[src/design/gfp_pkg.sv]
// Shared types and constants of the grid rectangle first-fit placer.
package gfp_pkg;

  localparam int unsigned MaxColumns = 32;
  localparam int unsigned MaxRows    = 32;

  localparam logic CmdClear = 1'b0;
  localparam logic CmdPlace = 1'b1;

  localparam logic RegGridColumns = 1'b0;
  localparam logic RegGridRows    = 1'b1;

  typedef struct packed {
    logic       command;
    logic [5:0] request_tag;
    logic       is_pinned;
    logic [4:0] pin_column;
    logic [4:0] pin_row;
    logic [5:0] preferred_width;
    logic [5:0] minimum_width;
    logic [5:0] preferred_height;
    logic [5:0] minimum_height;
  } gfp_req_t;

  typedef struct packed {
    logic [5:0] tag_out;
    logic       was_placed;
    logic       pin_rejected;
    logic [4:0] placed_column;
    logic [4:0] placed_row;
    logic [5:0] placed_width;
    logic [5:0] placed_height;
  } gfp_res_t;

  typedef struct packed {
    logic clear;
    logic load;
    logic setup;
    logic scan;
    logic mark;
    logic emit;
  } gfp_cmd_t;

  typedef struct packed {
    logic found;
    logic exhausted;
    logic mark_last;
  } gfp_sts_t;

endpackage

[src/design/gfp_dp.sv]
// Datapath of the placer: occupancy map, request registers and search engine.
module gfp_dp import gfp_pkg::*; (
  input  logic       clk_i,
  input  logic       rst_ni,
  input  logic       cfg_we_i,
  input  logic       cfg_idx_i,
  input  logic [5:0] cfg_wdata_i,
  input  gfp_req_t   req_i,
  input  gfp_cmd_t   cmd_i,
  output gfp_sts_t   sts_o,
  output gfp_res_t   res_o
);

  logic [31:0] map_q [MaxRows];
  logic [5:0]  cols_cfg_q, rows_cfg_q;
  logic [5:0]  px_q, mx_q, py_q, my_q;
  logic [5:0]  tag_q;
  logic        pin_q, rej_q, placed_q;
  logic        pin_req_q;
  logic [4:0]  pin_c_q, pin_r_q;
  logic [4:0]  c_q, r_q, oc_q, or_q;
  logic [5:0]  k_q, m_q, wsel_q, ow_q, oh_q, mk_q;

  logic [5:0] cols, rows;
  logic [5:0] px_n, mx_n, py_n, my_n, px_c, py_c;
  logic [5:0] mx_e, my_e, cap, hmax, run, new_m;
  logic [4:0] rd_row;
  logic [31:0] row_w, row_sh, mark_mask;
  logic [32:0] stop_v;
  logic in_min, fail, pin_fits;
  logic [6:0] nxt_c_end, nxt_r_end;

  always_comb begin
    cols = (cols_cfg_q == 6'd0) ? 6'd1 :
           (cols_cfg_q > 6'(MaxColumns)) ? 6'(MaxColumns) : cols_cfg_q;
    rows = (rows_cfg_q == 6'd0) ? 6'd1 :
           (rows_cfg_q > 6'(MaxRows)) ? 6'(MaxRows) : rows_cfg_q;
    px_n = (req_i.preferred_width  == 6'd0) ? 6'd1 : req_i.preferred_width;
    mx_n = (req_i.minimum_width    == 6'd0) ? 6'd1 : req_i.minimum_width;
    py_n = (req_i.preferred_height == 6'd0) ? 6'd1 : req_i.preferred_height;
    my_n = (req_i.minimum_height   == 6'd0) ? 6'd1 : req_i.minimum_height;
    px_c = (px_n > cols) ? cols : px_n;
    py_c = (py_n > rows) ? rows : py_n;
  end

  // The pin search reuses the flow engine with minimum spans equal to the
  // preferred spans.
  assign mx_e = pin_q ? px_q : mx_q;
  assign my_e = pin_q ? py_q : my_q;
  assign pin_fits = ({2'b0, pin_c_q} + {1'b0, px_q} <= {1'b0, cols}) &&
                    ({2'b0, pin_r_q} + {1'b0, py_q} <= {1'b0, rows});

  always_comb begin
    cap  = (px_q < cols - {1'b0, c_q}) ? px_q : cols - {1'b0, c_q};
    hmax = (py_q < rows - {1'b0, r_q}) ? py_q : rows - {1'b0, r_q};
    if (cmd_i.mark) rd_row = or_q + mk_q[4:0];
    else            rd_row = r_q + k_q[4:0] - 5'd1;
    row_w  = map_q[rd_row];
    row_sh = row_w >> c_q;
    mark_mask = (32'hFFFF_FFFF >> (6'd32 - ow_q)) << oc_q;
    // The free run from the current column ends at the first occupied unit
    // or at the span cap, whichever comes first.
    stop_v = {1'b0, row_sh} | (33'd1 << cap);
    run = 6'd32;
    for (int i = 32; i >= 0; i--) begin
      if (stop_v[i]) run = 6'(i);
    end
    new_m  = (k_q == 6'd1 || run < m_q) ? run : m_q;
    in_min = (k_q <= my_e);
    fail   = in_min && (new_m < mx_e);
    nxt_c_end = {2'b0, c_q} + 7'd1 + {1'b0, mx_q};
    nxt_r_end = {2'b0, r_q} + 7'd1 + {1'b0, my_q};
  end

  always_comb begin
    sts_o.found = 1'b0;
    sts_o.exhausted = 1'b0;
    if (in_min) begin
      sts_o.found = !fail && (k_q == hmax);
    end else begin
      sts_o.found = (new_m < wsel_q) || (k_q == hmax);
    end
    sts_o.exhausted = fail && !pin_q && (nxt_c_end > {1'b0, cols}) &&
                      (nxt_r_end > {1'b0, rows});
    sts_o.mark_last = (mk_q + 6'd1 == oh_q);
  end

  always_ff @(posedge clk_i or negedge rst_ni) begin
    if (!rst_ni) begin
      for (int i = 0; i < MaxRows; i++) map_q[i] <= '0;
      cols_cfg_q <= 6'(MaxColumns);
      rows_cfg_q <= 6'(MaxRows);
    end else begin
      if (cfg_we_i && cfg_idx_i == RegGridColumns) cols_cfg_q <= cfg_wdata_i;
      if (cfg_we_i && cfg_idx_i == RegGridRows)    rows_cfg_q <= cfg_wdata_i;
      if (cmd_i.clear) begin
        for (int i = 0; i < MaxRows; i++) map_q[i] <= '0;
      end else if (cmd_i.mark) begin
        map_q[rd_row] <= row_w | mark_mask;
      end
    end
  end

  always_ff @(posedge clk_i) begin
    if (cmd_i.clear || cmd_i.load) begin
      tag_q <= req_i.request_tag;
      placed_q <= 1'b0;
      rej_q <= 1'b0;
      pin_q <= 1'b0;
      pin_req_q <= req_i.is_pinned;
      pin_c_q <= req_i.pin_column;
      pin_r_q <= req_i.pin_row;
      px_q <= px_c;
      py_q <= py_c;
      mx_q <= (mx_n > px_c) ? px_c : mx_n;
      my_q <= (my_n > py_c) ? py_c : my_n;
    end
    if (cmd_i.setup) begin
      k_q <= 6'd1;
      if (pin_req_q && pin_fits) begin
        pin_q <= 1'b1;
        c_q <= pin_c_q;
        r_q <= pin_r_q;
      end else begin
        rej_q <= pin_req_q;
        c_q <= '0;
        r_q <= '0;
      end
    end
    if (cmd_i.scan) begin
      if (sts_o.found) begin
        placed_q <= 1'b1;
        oc_q <= c_q;
        or_q <= r_q;
        mk_q <= '0;
        if (in_min) begin
          ow_q <= new_m;
          oh_q <= k_q;
        end else begin
          ow_q <= wsel_q;
          oh_q <= (new_m < wsel_q) ? k_q - 6'd1 : k_q;
        end
      end else if (fail) begin
        k_q <= 6'd1;
        if (pin_q) begin
          pin_q <= 1'b0;
          rej_q <= 1'b1;
          c_q <= '0;
          r_q <= '0;
        end else if (nxt_c_end > {1'b0, cols}) begin
          c_q <= '0;
          r_q <= r_q + 5'd1;
        end else begin
          c_q <= c_q + 5'd1;
        end
      end else begin
        k_q <= k_q + 6'd1;
        m_q <= new_m;
        if (k_q == my_e) wsel_q <= new_m;
      end
    end
    if (cmd_i.mark) mk_q <= mk_q + 6'd1;
  end

  always_comb begin
    res_o = '0;
    if (cmd_i.emit) begin
      res_o.tag_out = tag_q;
      res_o.pin_rejected = rej_q;
      res_o.was_placed = placed_q;
      if (placed_q) begin
        res_o.placed_column = oc_q;
        res_o.placed_row = or_q;
        res_o.placed_width = ow_q;
        res_o.placed_height = oh_q;
      end
    end
  end

endmodule

[src/design/gfp_ctrl.sv]
// Controller state machine of the placer.
module gfp_ctrl import gfp_pkg::*; (
  input  logic     clk_i,
  input  logic     rst_ni,
  input  logic     start_i,
  input  logic     command_i,
  input  gfp_sts_t sts_i,
  output gfp_cmd_t cmd_o,
  output logic     busy_o,
  output logic     done_o
);

  typedef enum logic [4:0] {
    S_IDLE  = 5'b00001,
    S_SETUP = 5'b00010,
    S_SCAN  = 5'b00100,
    S_MARK  = 5'b01000,
    S_DONE  = 5'b10000
  } state_e;

  state_e state_q, state_d;

  always_comb begin
    state_d = state_q;
    cmd_o = '0;
    unique case (state_q)
      S_IDLE: begin
        if (start_i) begin
          if (command_i == CmdClear) begin
            cmd_o.clear = 1'b1;
            state_d = S_DONE;
          end else begin
            cmd_o.load = 1'b1;
            state_d = S_SETUP;
          end
        end
      end
      S_SETUP: begin
        cmd_o.setup = 1'b1;
        state_d = S_SCAN;
      end
      S_SCAN: begin
        cmd_o.scan = 1'b1;
        if (sts_i.found) state_d = S_MARK;
        else if (sts_i.exhausted) state_d = S_DONE;
      end
      S_MARK: begin
        cmd_o.mark = 1'b1;
        if (sts_i.mark_last) state_d = S_DONE;
      end
      S_DONE: begin
        cmd_o.emit = 1'b1;
        state_d = S_IDLE;
      end
      default: state_d = S_IDLE;
    endcase
  end

  always_ff @(posedge clk_i or negedge rst_ni) begin
    if (!rst_ni) state_q <= S_IDLE;
    else         state_q <= state_d;
  end

  assign busy_o = (state_q != S_IDLE);
  assign done_o = (state_q == S_DONE);

  a_accept_busy: assert property (@(posedge clk_i) disable iff (!rst_ni)
    (start_i && !busy_o) |=> busy_o) else $error("accepted request left block idle");
  a_done_single: assert property (@(posedge clk_i) disable iff (!rst_ni)
    done_o |=> !done_o) else $error("result strobe longer than one cycle");
  a_found_excl: assert property (@(posedge clk_i) disable iff (!rst_ni)
    (state_q == S_SCAN) |-> !(sts_i.found && sts_i.exhausted))
    else $error("search both found and exhausted");

endmodule

[src/design/grid_rectangle_first_fit_placer.sv]
// Top level of the grid rectangle first-fit placer.
// A request is taken when start is high and busy low; its result appears
// for one cycle with done_o and cannot be held off. A clear goes straight
// from idle to the result state. A place request passes through setup, the
// search engine (one map row read per cycle, each position costing up to its
// height in rows) and, if a position is found, marking it row by row.
module grid_rectangle_first_fit_placer import gfp_pkg::*; (
  input  logic       clk_i,
  input  logic       rst_ni,
  input  logic       start,
  output logic       busy,
  input  gfp_req_t   req_i,
  output logic       done_o,
  output gfp_res_t   res_o,
  input  logic       cfg_we_i,
  input  logic       cfg_idx_i,
  input  logic [5:0] cfg_wdata_i
);

  gfp_cmd_t cmd;
  gfp_sts_t sts;

  gfp_ctrl u_ctrl (
    .clk_i, .rst_ni,
    .start_i(start),
    .command_i(req_i.command),
    .sts_i(sts),
    .cmd_o(cmd),
    .busy_o(busy),
    .done_o
  );

  gfp_dp u_dp (
    .clk_i, .rst_ni,
    .cfg_we_i, .cfg_idx_i, .cfg_wdata_i,
    .req_i,
    .cmd_i(cmd),
    .sts_o(sts),
    .res_o
  );

endmodule

[config.mk]
export PLATFORM = sky130hd
export DESIGN_NAME = grid_rectangle_first_fit_placer
export DESIGN_NICKNAME = d
export VERILOG_FILES = /design/src/design/gfp_pkg.sv /design/src/design/gfp_dp.sv /design/src/design/gfp_ctrl.sv /design/src/design/grid_rectangle_first_fit_placer.sv
export SDC_FILE = /design/constraint.sdc
export NUM_CORES = 2
export LEC_CHECK = 0
export ABC_CLOCK_PERIOD_IN_PS = 10700
export BUFFER_PORTS_ARGS = -buffer_cell sky130_fd_sc_hd__buf_2
export CORE_ASPECT_RATIO = 1.2
export CORE_MARGIN = 2
export CORE_UTILIZATION = 43
export CTS_CLUSTER_DIAMETER = 40
export DETAILED_ROUTE_END_ITERATION = 10
export PLACE_DENSITY_LB_ADDON = 0.1
export SETUP_SLACK_MARGIN = 0.2
export SLEW_MARGIN = 20
export SYNTH_ARGS = -nofsm -noshare
export SYNTH_HDL_FRONTEND = slang
export SYNTH_SLANG_ARGS = --single-unit
[constraint.sdc]
create_clock -name clk_i -period 10.7 [get_ports clk_i]
set_clock_uncertainty 0.15 [all_clocks]
set_input_delay 0.535 -clock clk_i [delete_from_list [all_inputs] [get_ports clk_i]]
set_output_delay 0.535 -clock clk_i [all_outputs]
set_load 0.005 [all_outputs]
==> impl_metrics.env <==
export IMPL_outcome="completed"
export IMPL_hold_ws_ns=0.07818
export IMPL_overflow=0
export IMPL_worst_setup_path_end_kind="register"
export IMPL_synthArstFlopShare_pct=91.24
export IMPL_synth_most_common_cell="o21ai_0"
export IMPL_critical_path_class="register to register"
export IMPL_clockBufferDepth=3
export IMPL_crit_path_start_kind="register"
export IMPL_area_growth_pct=14.90
export IMPL_timing_final_crit_period_ns=10.19
export IMPL_die_y_um=437.9
export IMPL_multiInputGateArea_mm2=0.03586
export IMPL_synth_area_leaders="dfrtp_1 39%, o21ai_0 8.5%, nand3_1 8.4%"
export IMPL_antenna_left=0
export IMPL_crit_path_frequent_cell="buf_4"
export IMPL_critPathTopFamily="compound AO/OA/AOI/OAI gates"
export IMPL_hold_violations=0
export IMPL_fin_ws_ns=0.5136
export IMPL_cts_buffers=168
export IMPL_fin_tns_setup_ns=0
export IMPL_routed_via_count=59436
export IMPL_initialDrtViolationCount=6519
export IMPL_place_gp_congestion=0.9824
export IMPL_first_pass_iters=8
export IMPL_place_ws_ns=0.2257
export IMPL_synth_top_area_share_pct=38.51
export IMPL_maxCapViolCount=0
export IMPL_antenna_found_initial=3
export IMPL_ys_seq_area_share_pct=42.79
export IMPL_synth_nets=7179
export IMPL_cts_sinks=1141
export IMPL_synthFlopType="dfrtp_1"
export IMPL_crit_buf_inv=7
export IMPL_required_ns=11.27
export IMPL_h_tree_depth=4
export IMPL_syn_avg_cell_area_um2=9.653
export IMPL_io_pins=85
export IMPL_core_mm2=0.1562
export IMPL_grt_pass1_vias=57072
export IMPL_grtUsageTotal_pct=33.45
export IMPL_rsz0062_at_grt="false"
export IMPL_synth_distinct_cells=117
export IMPL_syn_area_mm2=0.06746
export IMPL_critPathArrivalTime_ns=10.75
export IMPL_clk_insertion_delay_late_ns=0.85
export IMPL_root_buffer="clkbuf_16"
export IMPL_timing_final_crit_share_pct=95.20
export IMPL_slowest_delay_ns=0.87
export IMPL_yosysTopAreaCell="dfrtp_1"
export IMPL_dp_hpwl_um=170900
export IMPL_grt_pass1_wl_um=397400
export IMPL_slew_viol_final=0
export IMPL_worst_slew_pin_slew_ns=1.256
export IMPL_die_w_um=365.6
export IMPL_final_util_pct=49.63
export IMPL_dieArea_mm2=0.1601
export IMPL_nFillCells=14358
export IMPL_drive_gt1_share_pct=18.25
export IMPL_cpMaxStageDelayCell="fa_4"
export IMPL_drcViolationCount=0
export IMPL_seq_area_mm2=0.02887
export IMPL_wire_per_inst_um=29.60
export IMPL_synth_common_cells="1,151 x o21ai_0, 1,133 x nand3_1, 1,038 x dfrtp_1, 526 x clkbuf_1, 291 x nand2_1"
export IMPL_routed_via_density=6.521
export IMPL_row_count=159
export IMPL_initial_core_util_pct=43.20
export IMPL_finalSetupViolCount=0
export IMPL_max_slew_margin_rel_pct=16.29
export IMPL_port_buffers=84
export IMPL_finalNetCount=7074
export IMPL_clk_pin_slew_ns=0.05
export IMPL_synth_cells=6988
export IMPL_grt_max_degree=239
export IMPL_synth_edf_count=81
export IMPL_routed_wl_um=269800
export IMPL_cts_tree="done"
export IMPL_max_freq_mhz=98.17
export IMPL_ys_ff_latch=1141
export IMPL_crit_fanout=106
export IMPL_ys_warn_count=0
export IMPL_hp_class="input port to register"
## stage by stage
step	cell area, um2	instances
5_1_grt	77510	9113
3_5_place_dp	71060	8750
3_3_place_gp	71030	8750
6_report	77510	9114
4_1_cts	77390	9109
2_1_floorplan	67460	6988
## cell usage in the layout, fill, tap and decap left out, types with 25 or more instances in the layout
cell type | Yosys | layout
buf_2 | 115 | 83
or3_1 | 25 | 25
o22ai_1 | 124 | 124
o21ai_0 | 1151 | 1149
and2_1 | 28 | 28
mux4_2 | 250 | 250
o211ai_1 | 42 | 42
nand2b_1 | 29 | 26
nor3_1 | 57 | 54
buf_12 | 0 | 37
clkbuf_16 | 0 | 170
a22oi_1 | 29 | 28
dlygate4sd3_1 | 0 | 52
a31oi_1 | 62 | 62
nor2b_1 | 38 | 38
buf_4 | 28 | 292
a21o_1 | 32 | 32
clkinv_2 | 0 | 27
dfrtp_1 | 1038 | 1037
edfxtp_1 | 81 | 81
nor2_1 | 263 | 258
inv_1 | 114 | 111
a211oi_1 | 66 | 58
mux2i_1 | 215 | 213
nand2_1 | 291 | 273
a21oi_1 | 198 | 182
ha_1 | 130 | 127
xnor2_1 | 46 | 44
and3_1 | 51 | 51
nand3_1 | 1133 | 1115
mux2_2 | 167 | 167
o221ai_1 | 110 | 110
o31ai_1 | 26 | 26
## registers in the layout, indices dropped and copies added, names as in the netlist, 6 cells and up
register	cells
u_dp.m_q	6
u_dp.tag_q	6
u_dp.py_q	6
u_dp.cols_cfg_q	6
u_dp.my_q	6
u_dp.map_q	1024
u_dp.mk_q	6
u_dp.ow_q	6
u_dp.rows_cfg_q	6
u_dp.px_q	6
u_dp.wsel_q	6
u_dp.k_q	6
u_dp.mx_q	6
u_dp.oh_q	6
## path summary, 6_finish.rpt
| path | startpoint | endpoint | slack [ns] | cells past startpoint |
|---|---|---|---|---|
| hold / removal | cfg_we_i | u_dp.rows_cfg_q[4] | 0.08 | 3 |
| max in group asynchronous | rst_ni | u_dp.map_q[564] | 7.98 | 4 |
| min in group asynchronous | rst_ni | u_dp.map_q[367] | 0.13 | 2 |
| hold reg to reg | u_dp.pin_req_q | u_dp.rej_q | 0.35 | 2 |
| setup reg to reg | u_dp.mk_q[0] | u_dp.k_q[5] | 0.51 | 39 |
| setup / recovery | u_dp.mk_q[0] | u_dp.k_q[5] | 0.51 | 39 |
## repair_timing
item	CTS	global route
endpoints found under the hold margin	127	0
hold buffers	52	0
endpoints found under the setup margin	0	68
gates resized for setup	0	20
buffers inserted	0	3
## metal layers
| layer | share of wire [%] | up-vias | routed length [um] | GRT usage, % |
|---|---|---|---|---|
| met5 | 0.0056 | - | 15 | 0 |
| met4 | 4.3 | 2 | 11480 | 13.71 |
| met3 | 7.4 | 555 | 19980 | 5.851 |
| met2 | 47 | 2648 | 126100 | 53.00 |
| met1 | 42 | 30072 | 112100 | 45.39 |
| li1 | - | 26159 | - | - |
## tightest hold or removal path: stages
cell and delay, ns:
buf_2 0.10, nand2_1 0.19, mux2_2 0.19
## cell type report
class	count	area share, %
inverters	116	0.5666
flip-flops and latches	1141	37.25
well taps	2093	3.378
repair buffers	466	5.046
clock inverters	105	1.716
clock buffers	202	5.785
multi-input cells	4990	46.26
diodes	1	0.003228
## kinds of logic (layout without fill, tap and decap cells)
kind of cell	Yosys count	after routing	synth area share (%)
compound gates	2133	2133	19.38
xor+xnor	68	68	0.9144
fa+ha+maj	139	139	2.663
buf+inv	857	889	5.221
flops	1141	1141	42.79
mux	632	632	14.32
other cells	0	1	0
simple gates	2018	2018	14.70
Power is not shown: default switching activity piles up to over one toggle a cycle in this logic, so the estimate is an artifact.
